--- src/rtl/core/fpr_pkg.sv ---
// Package for the binary64 remainder unit.
// Holds constants and the controller/datapath command and status types.
package fpr_pkg;

  localparam logic [63:0] F64_INF         = 64'h7FF0000000000000;
  localparam logic [63:0] F64_MIN_NORM    = 64'h0010000000000000;
  localparam logic [63:0] F64_DEFAULT_NAN = 64'hFFF8000000000000;
  localparam logic [63:0] F64_SIGN_MASK   = 64'h8000000000000000;
  localparam logic [63:0] F64_FRAC_MASK   = 64'h000FFFFFFFFFFFFF;
  localparam logic [63:0] F64_HIDDEN_BIT  = 64'h0010000000000000;
  localparam logic [63:0] F64_QUIET_BIT   = 64'h0008000000000000;
  localparam logic [63:0] F64_ABS_MASK    = 64'h7FFFFFFFFFFFFFFF;

  typedef struct packed {
    logic load;
    logic norm;
    logic first;
    logic step;
    logic fin;
    logic pack;
    logic done;
  } fpr_cmd_t;

  typedef struct packed {
    logic special;
    logic norm_done;
    logic steps_zero;
    logic pack_done;
  } fpr_sts_t;

endpackage

--- src/rtl/core/fpr_ctrl.sv ---
// Controller state machine for the binary64 remainder unit.
// Depends on fpr_pkg for the command and status types.
module fpr_ctrl (
  input  logic              clk,
  input  logic              rst_n,
  input  logic              in_valid,
  output logic              in_ready,
  output logic              out_valid,
  input  logic              out_ready,
  output fpr_pkg::fpr_cmd_t cmd,
  input  fpr_pkg::fpr_sts_t sts
);

  localparam logic [2:0] S_IDLE  = 3'd0;
  localparam logic [2:0] S_NORM  = 3'd1;
  localparam logic [2:0] S_FIRST = 3'd2;
  localparam logic [2:0] S_STEP  = 3'd3;
  localparam logic [2:0] S_FIN   = 3'd4;
  localparam logic [2:0] S_PACK  = 3'd5;
  localparam logic [2:0] S_OUT   = 3'd6;

  logic [2:0] state_r, state_nxt;

  assign in_ready  = (state_r == S_IDLE);
  assign out_valid = (state_r == S_OUT);

  always_comb begin
    state_nxt = state_r;
    cmd = '0;
    unique case (state_r)
      S_IDLE: begin
        if (in_valid) begin
          cmd.load = 1'b1;
          state_nxt = S_NORM;
        end
      end
      S_NORM: begin
        if (sts.special) begin
          state_nxt = S_OUT;
        end else if (sts.norm_done) begin
          state_nxt = S_FIRST;
        end else begin
          cmd.norm = 1'b1;
        end
      end
      S_FIRST: begin
        cmd.first = 1'b1;
        state_nxt = S_STEP;
      end
      S_STEP: begin
        if (sts.steps_zero) begin
          state_nxt = S_FIN;
        end else begin
          cmd.step = 1'b1;
        end
      end
      S_FIN: begin
        cmd.fin = 1'b1;
        state_nxt = S_PACK;
      end
      S_PACK: begin
        if (sts.pack_done) begin
          cmd.done = 1'b1;
          state_nxt = S_OUT;
        end else begin
          cmd.pack = 1'b1;
        end
      end
      S_OUT: begin
        if (out_ready) begin
          state_nxt = S_IDLE;
        end
      end
      default: state_nxt = S_IDLE;
    endcase
  end

  always_ff @(posedge clk) begin
    if (!rst_n) begin
      state_r <= S_IDLE;
    end else begin
      state_r <= state_nxt;
    end
  end

endmodule

--- src/rtl/core/fpr_dp.sv ---
// Datapath for the binary64 remainder unit: special cases, normalisation,
// one-bit-per-cycle reduction and serial packing. Depends on fpr_pkg.
module fpr_dp (
  input  logic              clk,
  input  logic [63:0]       in_x_bits,
  input  logic [63:0]       in_y_bits,
  input  fpr_pkg::fpr_cmd_t cmd,
  output fpr_pkg::fpr_sts_t sts,
  output logic [63:0]       out_result_bits,
  output logic              out_invalid_flag
);

  logic [63:0] x_r, res_r;
  logic        inv_r, special_r, flip_r, q_r;
  logic [52:0] mx_r, my_r;
  logic [53:0] r_r;
  logic [12:0] ex_r, ey_r;
  logic [11:0] cnt_r;
  logic [63:0] ax, ay;
  logic        xsn, ysn;
  logic [53:0] sh, sub;
  logic [53:0] r2;
  logic        spec_hit, spec_inv;
  logic [63:0] spec_res;
  logic [62:0] pack_mag;

  assign ax  = in_x_bits & fpr_pkg::F64_ABS_MASK;
  assign ay  = in_y_bits & fpr_pkg::F64_ABS_MASK;
  assign xsn = (ax > fpr_pkg::F64_INF) && !ax[51];
  assign ysn = (ay > fpr_pkg::F64_INF) && !ay[51];
  assign sh  = {r_r[52:0], 1'b0};
  assign sub = sh - {1'b0, my_r};
  assign r2  = {r_r[52:0], 1'b0};

  assign sts.special    = special_r;
  assign sts.norm_done  = mx_r[52] && my_r[52];
  assign sts.steps_zero = (cnt_r == '0);
  assign sts.pack_done  = (r_r == '0) || r_r[52] || ($signed(ey_r) <= 13'sd1);
  assign out_result_bits  = res_r;
  assign out_invalid_flag = inv_r;

  always_comb begin
    spec_hit = 1'b1;
    spec_inv = 1'b0;
    spec_res = in_x_bits;
    priority if (ay > fpr_pkg::F64_INF) begin
      spec_res = (ax > fpr_pkg::F64_INF) ? (in_x_bits | fpr_pkg::F64_QUIET_BIT)
                                         : (in_y_bits | fpr_pkg::F64_QUIET_BIT);
      spec_inv = xsn | ysn;
    end else if (ax > fpr_pkg::F64_INF) begin
      spec_res = in_x_bits | fpr_pkg::F64_QUIET_BIT;
      spec_inv = xsn;
    end else if (ax == fpr_pkg::F64_INF || ay == '0) begin
      spec_res = fpr_pkg::F64_DEFAULT_NAN;
      spec_inv = 1'b1;
    end else if (ay == fpr_pkg::F64_INF || ax == '0) begin
      spec_res = in_x_bits;
    end else begin
      spec_hit = 1'b0;
    end
  end

  always_comb begin
    priority if (r_r == '0) begin
      pack_mag = '0;
    end else if ($signed(ey_r) <= 13'sd0) begin
      pack_mag = 63'(r_r[52:0] >> 6'(13'sd1 - $signed(ey_r)));
    end else if (r_r[52]) begin
      pack_mag = {ey_r[10:0], r_r[51:0]};
    end else begin
      pack_mag = {10'd0, r_r[52:0]};
    end
  end

  always_ff @(posedge clk) begin
    if (cmd.load) begin
      x_r       <= in_x_bits;
      inv_r     <= spec_inv;
      special_r <= spec_hit;
      res_r     <= spec_res;
      mx_r      <= {(ax[62:52] != '0), ax[51:0]};
      my_r      <= {(ay[62:52] != '0), ay[51:0]};
      ex_r      <= (ax[62:52] == '0) ? 13'd1 : {2'b00, ax[62:52]};
      ey_r      <= (ay[62:52] == '0) ? 13'd1 : {2'b00, ay[62:52]};
    end
    if (cmd.norm) begin
      if (!mx_r[52]) begin
        mx_r <= {mx_r[51:0], 1'b0};
        ex_r <= ex_r - 13'd1;
      end
      if (!my_r[52]) begin
        my_r <= {my_r[51:0], 1'b0};
        ey_r <= ey_r - 13'd1;
      end
    end
    if (cmd.first) begin
      // x exponent below y: one below starts one step early with quotient zero, further below returns x.
      if ($signed(ex_r) < $signed(ey_r)) begin
        if ($signed(ex_r) + 13'sd1 == $signed(ey_r)) begin
          r_r  <= {1'b0, mx_r};
          ey_r <= ey_r - 13'd1;
          my_r <= my_r;
          cnt_r <= '0;
          q_r  <= 1'b0;
          // Cleared mx_r marks this case; rounding then compares against the doubled divisor.
          mx_r <= '0;
        end else begin
          r_r   <= '0;
          cnt_r <= '0;
          q_r   <= 1'b0;
        end
        if ($signed(ex_r) + 13'sd1 != $signed(ey_r)) begin
          res_r   <= x_r;
          special_r <= 1'b1;
        end
      end else if ({1'b0, mx_r} >= {1'b0, my_r}) begin
        r_r   <= {1'b0, mx_r - my_r};
        q_r   <= 1'b1;
        cnt_r <= 12'(ex_r - ey_r);
      end else begin
        r_r   <= {1'b0, mx_r};
        q_r   <= 1'b0;
        cnt_r <= 12'(ex_r - ey_r);
      end
    end
    if (cmd.step) begin
      cnt_r <= cnt_r - 12'd1;
      if (!sub[53]) begin
        r_r <= sub;
        q_r <= 1'b1;
      end else begin
        r_r <= sh;
        q_r <= 1'b0;
      end
    end
    if (cmd.fin) begin
      if (mx_r == '0 && my_r[52] && r_r[52]) begin
        // x exponent one below y: remainder is in units of ey-1, divisor 2*My.
        if (r_r > {1'b0, my_r} || (r_r == {1'b0, my_r} && q_r)) begin
          r_r    <= {my_r, 1'b0} - r_r;
          flip_r <= 1'b1;
        end else begin
          r_r    <= r_r;
          flip_r <= 1'b0;
        end
      end else if (r2 > {1'b0, my_r} || (r2 == {1'b0, my_r} && q_r)) begin
        r_r    <= {1'b0, my_r} - r_r;
        flip_r <= 1'b1;
      end else begin
        flip_r <= 1'b0;
      end
    end
    if (cmd.pack) begin
      r_r  <= {r_r[52:0], 1'b0};
      ey_r <= ey_r - 13'd1;
    end
    if (cmd.done) begin
      if (!special_r) begin
        res_r <= {flip_r ^ x_r[63], pack_mag};
      end
      special_r <= 1'b1;
    end
  end

endmodule

--- src/rtl/core/fp64_ieee_remainder_unit.sv ---
// Top level of the binary64 IEEE remainder unit.
// Joins fpr_ctrl and fpr_dp; depends on fpr_pkg.
//
//  Channel | Ports                                   | Direction
//  in      | in_valid, in_ready, in_x_bits, in_y_bits | into the block
//  out     | out_valid, out_ready, out_result_bits,   | out of the block
//          | out_invalid_flag                        |
//
// One transaction at a time. After acceptance the controller performs the
// normalisation shifts (up to 52), a set-up state, one reduction step per
// exponent step (up to 2097), a rounding state, then the packing shifts (up
// to 52) before the result is shown. Special operands go from normalisation
// straight to the result. Reset returns the controller to idle. A stalled
// result holds until taken; the next transaction is accepted from the cycle
// after it.
module fp64_ieee_remainder_unit (
  input  logic        clk,
  input  logic        rst_n,
  input  logic        in_valid,
  output logic        in_ready,
  input  logic [63:0] in_x_bits,
  input  logic [63:0] in_y_bits,
  output logic        out_valid,
  input  logic        out_ready,
  output logic [63:0] out_result_bits,
  output logic        out_invalid_flag
);

  fpr_pkg::fpr_cmd_t cmd;
  fpr_pkg::fpr_sts_t sts;

  fpr_ctrl u_ctrl (
    .clk(clk), .rst_n(rst_n), .in_valid(in_valid), .in_ready(in_ready),
    .out_valid(out_valid), .out_ready(out_ready), .cmd(cmd), .sts(sts)
  );

  fpr_dp u_dp (
    .clk(clk), .in_x_bits(in_x_bits), .in_y_bits(in_y_bits), .cmd(cmd), .sts(sts),
    .out_result_bits(out_result_bits), .out_invalid_flag(out_invalid_flag)
  );

endmodule
--- config.mk ---
export PLATFORM = sky130hd
export DESIGN_NAME = fp64_ieee_remainder_unit
export DESIGN_NICKNAME = d
export VERILOG_FILES = /design/src/rtl/core/fpr_pkg.sv /design/src/rtl/core/fpr_ctrl.sv /design/src/rtl/core/fpr_dp.sv /design/src/rtl/core/fp64_ieee_remainder_unit.sv
export SDC_FILE = /design/constraint.sdc
export NUM_CORES = 2
export LEC_CHECK = 0
export BUFFER_PORTS_ARGS = -buffer_cell sky130_fd_sc_hd__buf_2
export CAP_MARGIN = 20
export CELL_PAD_IN_SITES_DETAIL_PLACEMENT = 1
export CELL_PAD_IN_SITES_GLOBAL_PLACEMENT = 2
export CORE_ASPECT_RATIO = 1.75
export CORE_MARGIN = 5
export CORE_UTILIZATION = 41
export CTS_CLUSTER_DIAMETER = 120
export DETAILED_ROUTE_END_ITERATION = 7
export GPL_ROUTABILITY_DRIVEN = 0
export PLACE_DENSITY = 0.92
export SYNTH_ARGS = -nofsm -noshare
export SYNTH_HDL_FRONTEND = slang
export SYNTH_SLANG_ARGS = --single-unit
--- constraint.sdc ---
create_clock -name clk -period 6.91 [get_ports clk]
set_input_delay 0 -clock clk [delete_from_list [all_inputs] [get_ports clk]]
set_output_delay 0 -clock clk [all_outputs]
set_load 0.02 [all_outputs]
* Yosys cells after proc, flatten, opt, wreduce, memory -nomap -nowiden *
Cells that the tools add are included.

storage, ports and cells
  output and inout port bits = 67
  register bits = 333
  bits of input ports = 132

operators by class
  $lt $le $gt $ge = 8
  $add $sub $neg = 10
  multiplexer cells = 89
  reductions and logical operators = 27
  eq/ne operators = 20
  bitwise logic cells = 2
  shifts and indexed selects = 1

operators by type and width
  operator                 number
  $mux W53                 14
  $mux W64                 10
  $mux W54                 9
  $mux W63                 3
  $mux W13                 10
  $logic_not A64 Y1        2
  $eq A63 B63 Y1 const B   2
  $gt A63 B63 Y1 const B   2
  $eq A54 B53 Y1           2
  $gt A54 B53 Y1           2
  $shr A53 B6 Y63          1
  $logic_not A54 Y1        1
  $sub A53 B54 Y54         1
  $sub A54 B53 Y54         1
  $sub A54 B54 Y54         1
  $ge A53 B53 Y1           1
  $logic_not A53 Y1        1
  $sub A53 B53 Y53         1
  $mux W12                 3
  $mux W1                  30
  $sub A13 B1 Y13 const B  2
  $logic_not A11 Y1        2
  $mux W11                 2
  $reduce_bool A11 Y1      2
  other kinds (29)         52

* Longest topological paths before layout *
  depth in word-level cells = 11
  depth in mapped cells = 24

* Modules after synthesis *
A second synthesis with hierarchy kept.

second synthesis, totals
  cells, all modules = 4,567
  area total of the unflattened synthesis = 35,485.3 um^2

modules (own cells, without submodules)
  module    seq. area each (um^2)  instances  area each (um^2)  cells each
  fpr_dp    8,458.1                1          35,178.7          4,532
  fpr_ctrl  60.1                   1          306.5             35

* Worst setup path after synthesis *
Ideal clock, no wire load.

  path kind = register to register
  start point = register u_dp.r_r[23]
  end point = register u_dp.r_r[10] (enable)
  data arrival time = 4.239 ns
  setup time = 0.412 ns
  setup slack = 2.259 ns
  clock period less this slack = 4.651 ns
  cell stages (with the launch flop) = 15
  cells stage by stage = edfxtp_1 > clkbuf_1 > inv_1 > ha_1 > a211oi_1 > o21ai_1 > o311ai_1 > or3_1 > o21ai_1 > a211oi_2 > o31ai_4 > a41o_1 > o21a_1 > o21a_1 > nand2_1

between the ends
  word-level cells in the longest chain between the ends = 6

ends and longest elaborated chain
  item                                                    RTL line       text
  from (decl)                                             fpr_dp.sv:16   logic [53:0] r_r;
  from (signal assigned)                                  fpr_dp.sv:100  r_r <= {1'b0, mx_r};
  from (signal assigned)                                  fpr_dp.sv:117  r_r <= {1'b0, mx_r - my_r};
  from (signal assigned)                                  fpr_dp.sv:121  r_r <= {1'b0, mx_r};
  branches (longest 5 deep; another with $gt A54 B53 Y1)  -
  $ne A4 B4 Y1 (no source line) (*)                       -

Mark *: on every way between the ends.
A chain may end at the register's enable or synchronous reset.

* Final worst setup path *
  start point = register u_dp.r_r[1]
  end point = register u_dp.r_r[50] (data pin)

between the ends
  word-level cells in the longest chain between the ends = 7

ends and longest elaborated chain
  item                                                RTL line                      text
  $sub A54 B53 Y54 or $eq A54 B53 Y1 (tied branches)  fpr_dp.sv:32, fpr_dp.sv:146
  $mux W54 or $logic_and A1 B1 Y1 (tied branches)     fpr_dp.sv:128, fpr_dp.sv:146
  $mux W54 or $logic_or A1 B1 Y1 (tied branches)      fpr_dp.sv:126, fpr_dp.sv:146
  $mux W54                                            fpr_dp.sv:146                 end else if (r2 > {1'b0, my_r} || (r2 == {1'b0, my_r} && q_r)) begin
  $mux W54                                            fpr_dp.sv:137                 if (mx_r == '0 && my_r[52] && r_r[52]) begin
  $mux W54                                            fpr_dp.sv:136                 if (cmd.fin) begin
  $mux W54 (*)                                        fpr_dp.sv:153                 if (cmd.pack) begin

Mark *: on every way between the ends. The rest lies on a longest branch, timed or not. The select of a mux whose other input is x is not followed.

==> qor.txt <==
setup TNS: 0 ps
final setup fails: 0
I/O pin count: 199
layout cells sized above 1: 9.912%
vias: 40570
arrival time at the worst endpoint: 6000 ps
final antenna-violating net count: 0
initial antenna violation count: 7
Clk Latency, worst-skew pair: 580 ps
DR iter-0 viols: 4039
Worst R2R Setup Slack: 1190 ps
Achievable Freq: 174.8 MHz
Crit-path slowest cell: edfxtp_1
critical path peak fanout: 15
RSZ-0062 raised after global routing: no
clock slew at reported path FFs: 70 ps
ys async rst share: 0%
Area growth, synth to finish: 12.33%
drt pass-1 iters: 6
Req. time, crit path: 7190 ps
CTS Root Cell: clkbuf_16
Tmin final: 5719 ps
vias in the first global route: 41060
H-tree Lvls: 2
Critical Path Start Type: flop
most frequent cells in the layout: 560 x nand2_1, 516 x a21oi_1, 396 x nor2_1
Tot GR Track Use: 37.75%
dpl hpwl: 141000 um
clock sink total: 333
CTS resizes: 0
CTS tree: done
Die Span X: 231.6 um
Yosys reg bits: 333
routed length per instance: 30.79 um
max-cap check violation count: 0
post-synthesis instance total: 4645
post-DR vias/cell: 6.831
crit-path leading delay family: compound AO/OA/AOI/OAI gates
CP Class: flop to flop
grt total ovfl: 0
Seq/Total Area, Yosys: 24.17%
Num CTS Buffers: 35
Synth Area per Inst: 7.586 um^2
Top FF cell, synth: edfxtp_1
Warnings, synthesis: 0
DIE AREA: 92140 um^2
Critical path buffers and inverters: 3
Core Area: 85460 um^2
Synthesized Nets: 5014
fin crit share: 82.77%
Worst Clk Skew: 22.49 ps
Worst Max-Slew Pin Slew: 1204 ps
Post-Syn Area: 35240 um^2
global-route wire length before repair: 263500 um
Post-CTS Setup Bufs: 0
Slew Limit Fails: 0
drt drc: 0
final hold violations: 0
IO Port Bufs: 198
outcome: completed
CP Cell Sequence: ha_1 > o21ai_0 > a21oi_1 > o41ai_1 > a21oi_1 > a31oi_1 > buf_4 > o21ba_2 > o21ai_0 > nand2_1 > nand2b_1 > a21oi_1 > o21ai_0 > ha_2 > inv_1 > buf_4 > a2111oi_0 > o31ai_1 > o41ai_1 > a2111oi_0 > a32oi_1
commonest non-fill, non-tap cell in the layout: nand2_1
Yosys cell types: 105
total wire length: 182900 um
Initial Util: 41.23%
# nets final: 5124
relative slew slack: 19.03%
pin count of the biggest net entering global routing: 157
# rows: 142
worst stage delay on the critical path: 590 ps
worst hold path class: input pin to flop
CTS Buffer Depth: 3
Post-synth EDFFs: 185
fillers: 10560
endpoint class of the critical path: flop
Die Ht: 397.8 um
## per-stage QoR
step	cells	hold WS [ps]	worst slack (ps)	area, um^2	utilization (%)
2_1_floorplan	4645	98.87	2259	35240	-
3_3_place_gp	5745	226.5	1396	37120	43.44
3_5_place_dp	5745	226.0	1337	37130	43.45
4_1_cts	5930	7.405	1352	39520	46.25
5_1_grt	5935	56.41	1001	39570	46.31
6_report	5940	47.26	1191	39590	46.32
## registers in the layout, summed over array words and instances, names as in the netlist, 3 cells and up, named ones only
register / flops
u_dp.cnt_r: 12
u_dp.mx_r: 53
u_dp.my_r: 53
u_dp.out_result_bits: 64
u_dp.ex_r: 13
u_dp.r_r: 53
u_dp.x_r: 64
u_ctrl.state_r: 3
u_dp.ey_r: 13
## tightest hold or removal path, delay by kind of cell
| kind | cells | cell delay [ps] |
|---|---|---|
| buffers and inverters | 1 | 230 |
| AOI/OAI and AO/OA | 2 | 250 |
## routing by layer
metal	share of wire, %	track usage [%]	wire length [um]
met1	34	39.68	61470
met2	45	61.70	82780
met3	8.6	7.872	15810
met4	12	36.71	22810
met5	0.012	0	22
## cells by family after synthesis
| family | after synthesis | share of synthesized area [%] |
|---|---|---|
| AND/OR/NAND/NOR | 1500 | 19.62 |
| buffers and inverters | 529 | 6.018 |
| adder cells (fa/ha/maj) | 237 | 8.522 |
| AO/OA/AOI/OAI | 1660 | 30.32 |
| multiplexers | 155 | 5.589 |
| XOR/XNOR | 231 | 5.763 |
| flip-flops | 333 | 24.17 |
## cells in the mapped netlist, drive strengths merged (109+ instances only)
master	number	share of area [%]
a211oi	109	2.3
a21oi	516	7.3
clkbuf	244	2.6
dfxtp	148	8.4
edfxtp	185	16
ha	232	8.2
inv	192	2.0
mux2i	118	3.4
nand2	565	6.0
nor2	405	4.4
o21ai	362	5.1
xnor2	137	3.4
## worst paths after layout
check                     from                       end  cells past startpoint
setup / recovery   u_dp.r_r[1]              u_dp.r_r[50]                     21
hold / removal    in_y_bits[5]              u_dp.my_r[5]                      3
setup reg to reg   u_dp.r_r[1]              u_dp.r_r[50]                     21
hold reg to reg   u_dp.x_r[63]  u_dp.out_result_bits[63]                      1
## area by class of cell
class,instances,area (um^2),share of cell area [%]
clock buffers,43,947.2,2.393
repair buffers,410,2948,7.447
diodes,6,15.01,0.03793
well taps,1152,1441,3.641
inverters,192,728.2,1.840
clock inverters,21,234.0,0.5911
multi-input cells,3783,24750,62.53
flip-flops and latches,333,8521,21.52
## what timing repair did
action                                 in CTS  in global routing
setup endpoints to repair                   0                  0
hold buffers                              121                  0
endpoints found under the hold margin     200                  0
Power is not shown: default switching activity piles up to over one toggle a cycle in this logic, so the estimate is an artifact.
